[src/rtl/core/eitp_pkg.sv]
// ----------------------------------------------------------------------------
// eitp_pkg: shared types and constants of the event information parser
// Beat structs, phase and record kind codes, and the fixed section layout.
// ----------------------------------------------------------------------------
package eitp_pkg;

    // parse phase of the current section
    typedef enum logic [2:0] {
        PH_IDLE  = 3'd0,
        PH_HEAD  = 3'd1,
        PH_EVENT = 3'd2,
        PH_DESC  = 3'd3,
        PH_CRC   = 3'd4
    } t_phase;

    // record kind codes carried in record_kind
    typedef enum logic [1:0] {
        KIND_HEADER = 2'd0,
        KIND_EVENT  = 2'd1,
        KIND_END    = 2'd2,
        KIND_BAD_ID = 2'd3
    } t_kind;

    // accepted table ids
    localparam logic [7:0] TID_PF_ACTUAL  = 8'h4E;
    localparam logic [7:0] TID_PF_OTHER   = 8'h4F;
    localparam logic [7:0] TID_SCHED_LOW  = 8'h50;
    localparam logic [7:0] TID_SCHED_HIGH = 8'h6F;

    // section layout
    localparam int unsigned HEAD_BYTES  = 14;
    localparam int unsigned EVENT_BYTES = 12;
    localparam logic [3:0]  HEAD_LAST   = 4'd13;
    localparam logic [3:0]  EVENT_LAST  = 4'd11;
    localparam logic [3:0]  EVENT_DEPTH = 4'd12;
    localparam logic [3:0]  CRC_LAST    = 4'd3;
    localparam logic [11:0] LEN_OFFSET  = 12'd11;
    localparam logic [11:0] CRC_BYTES   = 12'd4;
    localparam logic [12:0] EVENT_USED  = 13'd12;

    // input beat
    typedef struct packed {
        logic [7:0] data_byte;
        logic       first_byte;
    } t_in_beat;

    // output beat
    typedef struct packed {
        logic [1:0]  record_kind;
        logic [15:0] ident;
        logic [4:0]  version;
        logic [7:0]  section_index;
        logic [15:0] stream_ident;
        logic [15:0] network_ident;
        logic [15:0] start_day;
        logic [23:0] start_clock;
        logic [23:0] length_clock;
        logic [2:0]  run_state;
        logic        conditional_access;
        logic [31:0] check_word;
    } t_out_beat;

    // command from the input register to the engine
    typedef struct packed {
        logic     go;
        t_in_beat beat;
    } t_eng_cmd;

    // result from the engine to the output register
    typedef struct packed {
        logic      valid;
        t_out_beat beat;
    } t_eng_res;

endpackage

[src/rtl/core/eit_section_event_parser.sv]
// ----------------------------------------------------------------------------
// eit_section_event_parser: event information section parser
// Parses section bytes into header, event, section end and bad id records.
//
//   channel | valid      | stall       | payload
//   --------+------------+-------------+----------------------------
//   in      | i_in_valid | o_in_stall  | i_in_beat  (one section byte)
//   out     | o_out_valid| i_out_stall | o_out_beat (one record)
//
// One byte beat per cycle while the input is not stalled. A record passes
// through the input register, one pass of the parse engine and the output
// register. Reset is synchronous and active low and returns the parser to
// waiting for a section start. A stall on the output holds the output register
// and then the input register, which stalls the input.
// ----------------------------------------------------------------------------
module eit_section_event_parser (
    input  logic                i_clk,
    input  logic                i_rst_n,
    input  logic                i_in_valid,
    output logic                o_in_stall,
    input  eitp_pkg::t_in_beat  i_in_beat,
    output logic                o_out_valid,
    input  logic                i_out_stall,
    output eitp_pkg::t_out_beat o_out_beat
);

    logic                r_in_valid;
    eitp_pkg::t_in_beat  r_in_beat;
    logic                r_out_valid;
    eitp_pkg::t_out_beat r_out_beat;
    logic                out_open;
    eitp_pkg::t_eng_cmd  cmd;
    eitp_pkg::t_eng_res  res;

    // handshake between the two registers
    assign out_open   = !r_out_valid || !i_out_stall;
    assign cmd.go     = r_in_valid && out_open;
    assign cmd.beat   = r_in_beat;
    assign o_in_stall = r_in_valid && !out_open;

    // input register
    always_ff @(posedge i_clk) begin
        if (!i_rst_n) begin
            r_in_valid <= 1'b0;
        end else if (!o_in_stall) begin
            r_in_valid <= i_in_valid;
        end
    end

    always_ff @(posedge i_clk) begin
        if (i_in_valid && !o_in_stall) begin
            r_in_beat <= i_in_beat;
        end
    end

    // parse engine
    eitp_engine u_engine (
        .i_clk   (i_clk),
        .i_rst_n (i_rst_n),
        .i_cmd   (cmd),
        .o_res   (res)
    );

    // output register
    always_ff @(posedge i_clk) begin
        if (!i_rst_n) begin
            r_out_valid <= 1'b0;
        end else if (out_open) begin
            r_out_valid <= res.valid;
        end
    end

    always_ff @(posedge i_clk) begin
        if (out_open && res.valid) begin
            r_out_beat <= res.beat;
        end
    end

    assign o_out_valid = r_out_valid;
    assign o_out_beat  = r_out_beat;

`ifndef SYNTHESIS
    a_stall_cause: assert property (@(posedge i_clk) disable iff (!i_rst_n)
        o_in_stall |-> (r_out_valid && i_out_stall))
        else $error("input stalled without a held output beat");
    a_res_needs_go: assert property (@(posedge i_clk) disable iff (!i_rst_n)
        res.valid |-> cmd.go)
        else $error("record produced without a byte beat");
    a_out_hold: assert property (@(posedge i_clk) disable iff (!i_rst_n)
        (o_out_valid && i_out_stall) |=> (o_out_valid && $stable(o_out_beat)))
        else $error("stalled output beat changed");
`endif

endmodule

[src/rtl/core/eitp_engine.sv]
// ----------------------------------------------------------------------------
// eitp_engine: section parse state and record extraction
// Tracks the section phase, stores header and event bytes and builds records.
// ----------------------------------------------------------------------------
module eitp_engine (
    input  logic                i_clk,
    input  logic                i_rst_n,
    input  eitp_pkg::t_eng_cmd  i_cmd,
    output eitp_pkg::t_eng_res  o_res
);

    eitp_pkg::t_phase r_phase, n_phase;
    logic [3:0]       r_count, n_count;
    logic [11:0]      r_rem, n_rem;
    logic [11:0]      r_desc, n_desc;
    logic [31:0]      r_check, n_check;

    // byte stores, written before read within a section
    logic [7:0] r_head [eitp_pkg::HEAD_BYTES];
    logic [7:0] r_evt  [eitp_pkg::EVENT_BYTES];

    logic       head_we, evt_we;
    logic [3:0] head_idx, evt_idx;
    logic [7:0] b;
    logic [11:0] slen, dll, rem_new, desc_dec;
    logic [12:0] used;

    assign b        = i_cmd.beat.data_byte;
    assign evt_idx  = (r_count < eitp_pkg::EVENT_DEPTH) ? r_count : 4'd0;
    assign slen     = {r_head[1][3:0], r_head[2]};
    assign dll      = {r_evt[10][3:0], b};
    assign used     = {1'b0, dll} + eitp_pkg::EVENT_USED;
    assign desc_dec = (r_desc != 12'd0) ? (r_desc - 12'd1) : r_desc;

    // next state and record
    always_comb begin
        n_phase  = r_phase;
        n_count  = r_count;
        n_rem    = r_rem;
        n_desc   = r_desc;
        n_check  = r_check;
        head_we  = 1'b0;
        evt_we   = 1'b0;
        head_idx = r_count;
        rem_new  = r_rem;
        o_res    = '0;
        if (i_cmd.beat.first_byte) begin
            if (b inside {eitp_pkg::TID_PF_ACTUAL, eitp_pkg::TID_PF_OTHER,
                          [eitp_pkg::TID_SCHED_LOW:eitp_pkg::TID_SCHED_HIGH]}) begin
                head_we  = 1'b1;
                head_idx = 4'd0;
                n_count  = 4'd1;
                n_phase  = eitp_pkg::PH_HEAD;
            end else begin
                n_phase = eitp_pkg::PH_IDLE;
                n_count = 4'd0;
                o_res.valid = 1'b1;
                o_res.beat.record_kind = eitp_pkg::KIND_BAD_ID;
            end
        end else begin
            case (r_phase)
                eitp_pkg::PH_HEAD: begin
                    head_we = 1'b1;
                    n_count = r_count + 4'd1;
                    if (r_count == eitp_pkg::HEAD_LAST) begin
                        rem_new = (slen > eitp_pkg::LEN_OFFSET) ?
                                  (slen - eitp_pkg::LEN_OFFSET) : 12'd0;
                        n_rem   = rem_new;
                        n_count = 4'd0;
                        n_check = '0;
                        n_phase = (rem_new > eitp_pkg::CRC_BYTES) ?
                                  eitp_pkg::PH_EVENT : eitp_pkg::PH_CRC;
                        o_res.valid = 1'b1;
                        o_res.beat.record_kind   = eitp_pkg::KIND_HEADER;
                        o_res.beat.ident         = {r_head[3], r_head[4]};
                        o_res.beat.version       = r_head[5][5:1];
                        o_res.beat.section_index = r_head[6];
                        o_res.beat.stream_ident  = {r_head[8], r_head[9]};
                        o_res.beat.network_ident = {r_head[10], r_head[11]};
                    end
                end
                eitp_pkg::PH_EVENT: begin
                    evt_we  = 1'b1;
                    n_count = r_count + 4'd1;
                    if (r_count == eitp_pkg::EVENT_LAST) begin
                        rem_new = ({1'b0, r_rem} > used) ? (r_rem - used[11:0]) : 12'd0;
                        n_rem   = rem_new;
                        n_desc  = dll;
                        n_count = 4'd0;
                        if (dll != 12'd0) begin
                            n_phase = eitp_pkg::PH_DESC;
                        end else begin
                            n_check = '0;
                            n_phase = (rem_new > eitp_pkg::CRC_BYTES) ?
                                      eitp_pkg::PH_EVENT : eitp_pkg::PH_CRC;
                        end
                        o_res.valid = 1'b1;
                        o_res.beat.record_kind        = eitp_pkg::KIND_EVENT;
                        o_res.beat.ident              = {r_evt[0], r_evt[1]};
                        o_res.beat.start_day          = {r_evt[2], r_evt[3]};
                        o_res.beat.start_clock        = {r_evt[4], r_evt[5], r_evt[6]};
                        o_res.beat.length_clock       = {r_evt[7], r_evt[8], r_evt[9]};
                        o_res.beat.run_state          = r_evt[10][7:5];
                        o_res.beat.conditional_access = r_evt[10][4];
                    end
                end
                eitp_pkg::PH_DESC: begin
                    n_desc = desc_dec;
                    if (desc_dec == 12'd0) begin
                        n_count = 4'd0;
                        n_check = '0;
                        n_phase = (r_rem > eitp_pkg::CRC_BYTES) ?
                                  eitp_pkg::PH_EVENT : eitp_pkg::PH_CRC;
                    end
                end
                eitp_pkg::PH_CRC: begin
                    n_check = {r_check[23:0], b};
                    n_count = r_count + 4'd1;
                    if (r_count == eitp_pkg::CRC_LAST) begin
                        n_phase = eitp_pkg::PH_IDLE;
                        n_count = 4'd0;
                        o_res.valid = 1'b1;
                        o_res.beat.record_kind = eitp_pkg::KIND_END;
                        o_res.beat.check_word  = n_check;
                    end
                end
                default: begin
                    n_phase = r_phase;
                end
            endcase
        end
        if (!i_cmd.go) begin
            o_res.valid = 1'b0;
        end
    end

    // control state
    always_ff @(posedge i_clk) begin
        if (!i_rst_n) begin
            r_phase <= eitp_pkg::PH_IDLE;
            r_count <= '0;
            r_rem   <= '0;
            r_desc  <= '0;
            r_check <= '0;
        end else if (i_cmd.go) begin
            r_phase <= n_phase;
            r_count <= n_count;
            r_rem   <= n_rem;
            r_desc  <= n_desc;
            r_check <= n_check;
        end
    end

    // byte stores
    always_ff @(posedge i_clk) begin
        if (i_cmd.go && head_we) begin
            r_head[head_idx] <= b;
        end
        if (i_cmd.go && evt_we) begin
            r_evt[evt_idx] <= b;
        end
    end

`ifndef SYNTHESIS
    a_desc_nonzero: assert property (@(posedge i_clk) disable iff (!i_rst_n)
        r_phase == eitp_pkg::PH_DESC |-> r_desc != 12'd0)
        else $error("descriptor skip with nothing left");
    a_head_count: assert property (@(posedge i_clk) disable iff (!i_rst_n)
        r_phase == eitp_pkg::PH_HEAD |-> (r_count != 4'd0 && r_count <= eitp_pkg::HEAD_LAST))
        else $error("header byte count out of range");
    a_evt_count: assert property (@(posedge i_clk) disable iff (!i_rst_n)
        r_phase == eitp_pkg::PH_EVENT |-> r_count <= eitp_pkg::EVENT_LAST)
        else $error("event byte count out of range");
    a_crc_count: assert property (@(posedge i_clk) disable iff (!i_rst_n)
        r_phase == eitp_pkg::PH_CRC |-> r_count <= eitp_pkg::CRC_LAST)
        else $error("crc byte count out of range");
`endif

endmodule

[config.mk]
export PLATFORM = sky130hd
export DESIGN_NAME = eit_section_event_parser
export DESIGN_NICKNAME = d
export VERILOG_FILES = /design/src/rtl/core/eitp_pkg.sv /design/src/rtl/core/eit_section_event_parser.sv /design/src/rtl/core/eitp_engine.sv
export SDC_FILE = /design/constraint.sdc
export NUM_CORES = 1
export LEC_CHECK = 0
export BUFFER_PORTS_ARGS = -buffer_cell sky130_fd_sc_hd__buf_2
export CAP_MARGIN = 15
export CORE_ASPECT_RATIO = 0.8
export CORE_MARGIN = 4
export CORE_UTILIZATION = 30
export DETAILED_ROUTE_END_ITERATION = 7
export GPL_TIMING_DRIVEN = 0
export PLACE_DENSITY = 0.59
export RECOVER_POWER = 25
export SYNTH_ARGS = -nofsm -noshare
export SYNTH_HDL_FRONTEND = slang
export SYNTH_HIERARCHICAL = 1
export SYNTH_SLANG_ARGS = --single-unit
[constraint.sdc]
create_clock -name i_clk -period 20.5 [get_ports i_clk]
set_clock_uncertainty 0.1 [all_clocks]
set_input_delay 4.1 -clock i_clk [delete_from_list [all_inputs] [get_ports i_clk]]
set_output_delay 4.1 -clock i_clk [all_outputs]
set_load 0.01 [all_outputs]
==> out/qor.csv <==
metric,value,unit
max cap viols,0,
CTS Hold Bufs,0,
post-CTS setup buffer count,0,
Worst path most repeated cell,buf_2,
Sink Count,390,
HP Class,reg -> reg,
fmax,114,MHz
Tmin final,8790,ps
arrival time worst endpoint,4590,ps
simple-gate portion of the synthesized area,0.150,
TritonRoute pass-1 iters,5,
Post-synth EDFFs,333,
antenna diode count,0,
DR WL/cell,18.4,um
Worst R2R Start,cmd[6]$_DFFE_PP_,
"reg-to-reg slack, setup",14760,ps
Post-Synth Adder-Cell Area,0.0197,
Cell variety after synth,75,
Area Growth Syn to Fin,22.4,%
crit path kind,in -> out,
die footprint,55800,sq um
leakage,7.04,nW
syn avg cell area,14.0,sq um
Starting Density,0.305,
syn nets,1155,
reg2reg path depth,15,
"Setup violations, final",0,
fraction of layout cells with a size suffix above 1,0.204,
Slew Limit Fails,0,
Post-synth top flop,edfxtp_1,
Clock H-tree levels,2,
fraction of registers with async set/reset,0,
Rows,74,
worst skew pair latency,570,ps
worst-path cell chain,buf_2 > and3_4 > buf_2,
nets,1400,
Detailed Route Iter0 Violations,717,
total power draw,1.73,mW
first-pass GRT wire length,57.9,mm
Crit path max-delay family,buffers and inverters,
total track usage,0.134,
Max-slew headroom,0.118,
reg2reg end,u_engine/r_rem[11]$_SDFFE_PN0P_,
clk buf depth,3,
"Max FO, Critical Path",4,
final hold violations,0,
die span in y,212,um
gr ovfl total,0,
synthesized cell area,15600,sq um
power density cells,90.2,nW/um^2
dpl ws,11720,ps
compound-gate portion of the synthesized area,0.0824,
Worst path slowest cell,and3_4,
post-route ant nets,0,
delay of the slowest cell on the worst path,210,ps
hold depth,2,
io pins,178,
design area,19100,sq um
drt drc,0,
Worst Path Buf+Inv,2,
CTS tree,done,
via count,9759,
fin cells,2082,
crit start category,primary input,
clk slew on worst S/H paths,60,ps
mux cell area share after synthesis,0.00224,
placer congestion estimate,0.866,
final worst slack,11710,ps
Max VDD drop,0.0518,mV
Die Wd,263,um
CP required,16300,ps
core area,51300,sq um
vias per cell,4.69,
CP Capture Type,output port,
cts repair resizes,0,
Post-Synthesis Cells,1118,
Root Driver,clkbuf_16,
final worst path period share,0.429,
Fin Setup TNS,0,ps
Post-DP Area,17700,sq um
status,"finished, final reports clean",
placed insts,1997,
largest family of logic cells by synthesized area,simple AND/OR/NAND/NOR gates,
largest net degree at the start of global routing,31,
DPL Wire Length,26.4,mm
yosys warns,6,
RSZ-0062 raised after global routing,false,
xor/xnor cell area share of the yosys netlist,0.0140,
initial antenna violation count,0,
drt total wl,38.4,mm
hold path startpoint,u_engine/r_check[22]$_SDFFE_PN0P_,
cts bufs inserted,43,
WHS Endpoint,u_engine/r_check[22]$_SDFFE_PN0P_,
I/O Buffers,177,
Seq cells post-synth,390,
Tightest Pin Transition,1320,ps
vias in the first global route,9531,
sequential share of the synthesized area,0.713,
## state kept, by name (all words and copies together), names as in the netlist, 4 cells and up
signal / flops
o_out_beat: 163
u_engine/r_desc: 12
u_engine/r_evt: 88
u_engine/r_rem: 12
u_engine/r_check: 24
u_engine/r_head: 73
u_engine/r_count: 4
cmd: 9
## synthesized netlist by cell type (3+ instances only)
master    number  area [sq um]
a31oi_1        4          25.0
nor2b_1       15          93.8
clkbuf_1      47           176
o211ai_1       6          45.0
nor2_1        83           312
nand2b_1       8          50.1
ha_1          23           288
nand4_1        7          43.8
and2_1       147           920
nand2_1       54           203
nor4_1         8          50.1
xor2_1        14           123
a21oi_1       30           150
or3_1          8          50.1
nor3_1        16          80.1
a211oi_1      10          75.1
edfxtp_1     333         10000
a21boi_1      23           173
o221ai_1       8          70.1
buf_2          3          15.0
o21a_1         3          22.5
nor4b_1        5          43.8
a21boi_0      10          75.1
o21ai_0       23           115
nand3_1       42           210
inv_1         20          75.1
o211a_1       12           120
dfxtp_1       57          1140
nor3b_1        6          45.0
nand3b_1       5          37.5
xnor2_1       11          96.3
a22oi_1       18           135
o21bai_1       3          22.5
## worst reg2reg max path, stage by stage (launching register included)
cell and delay [ps]:
edfxtp_1 470, clkbuf_1 1000, clkbuf_1 510, nand2_1 180, nor4b_1 700, xnor2_1 150, ha_1 370, a21oi_1 140
o21ai_0 250, a2111o_1 450, o21ai_0 450, or2_2 200, clkbuf_1 290, nand2b_1 160, nand3_1 80, o211a_1 160
## worst max-delay path by stage
| stage | from | endpoint | slack (ps) | depth (start not counted) |
|---|---|---|---|---|
| 6_report | i_out_stall | o_in_stall | 11710 | 3 |
| 3_3_place_gp | i_out_stall | o_out_beat[71]$_DFFE_PP_ | -3230 | 4 |
| 2_1_floorplan | i_out_stall | o_out_beat[0]$_DFFE_PP_ | 2910 | 3 |
| 4_1_cts | i_out_stall | o_in_stall | 11720 | 3 |
| 3_5_place_dp | i_out_stall | o_in_stall | 11720 | 3 |
| 5_1_grt | i_out_stall | o_in_stall | 11690 | 3 |
## power by group
group | leakage (nW) | internal, mW | switching, mW
Combinational | 2.65 | 0.0157 | 0.0331
Clock | 0.728 | 0.484 | 0.321
Sequential | 3.66 | 0.864 | 0.00626
## stage by stage
stage / hold WS, ps / util
floorplan: 326 / -
global placement: 340 / 0.339
detailed placement: 342 / 0.345
CTS: 351 / 0.374
global route: 376 / 0.373
finish: 348 / 0.373
## cells in the final DEF, fill, tap and decap left out, types with 8 or more instances in the layout
| master | n |
|---|---|
| clkbuf_1 | 63 |
| ha_1 | 23 |
| a21boi_1 | 23 |
| clkinv_1 | 8 |
| nor2b_1 | 15 |
| xor2_1 | 14 |
| a22oi_1 | 18 |
| nor3_1 | 15 |
| nand3_1 | 42 |
| nor2_1 | 83 |
| buf_2 | 181 |
| nand2_1 | 54 |
| clkbuf_16 | 43 |
| or3_1 | 8 |
| xnor2_1 | 11 |
| dfxtp_1 | 57 |
| inv_1 | 20 |
| a211oi_1 | 10 |
| o221ai_1 | 8 |
| and2_0 | 36 |
| nand2b_1 | 8 |
| a21oi_1 | 30 |
| a21boi_0 | 9 |
| and2_1 | 111 |
| o21ai_0 | 23 |
| edfxtp_1 | 333 |
| o211a_1 | 12 |
| nor4_1 | 8 |
## cells by family after synthesis
group | after synthesis
flops | 390
mux | 3
fa+ha+maj | 24
xor+xnor | 25
simple gates | 425
buf+inv | 74
compound gates | 177
## cell type report
class                      count  area [sq um]
fill                        4908         32200
sequential                   390         11100
tap                          684           856
buffer                        54           221
clock buffer                  50          1110
clock inverter                30           373
timing repair buffer         200          1140
multi-input combinational    654          4210
inverter                      20          75.1
## metal layers
metal | GRT usage | vias to the layer above | share of wire
met4 | 0.0317 | 0 | 0.018
li1 | - | 4627 | -
met2 | 0.214 | 312 | 0.46
met5 | 0 | - | 0
met3 | 0.0397 | 50 | 0.073
met1 | 0.180 | 4770 | 0.45
(Power assumes the default switching activity.)
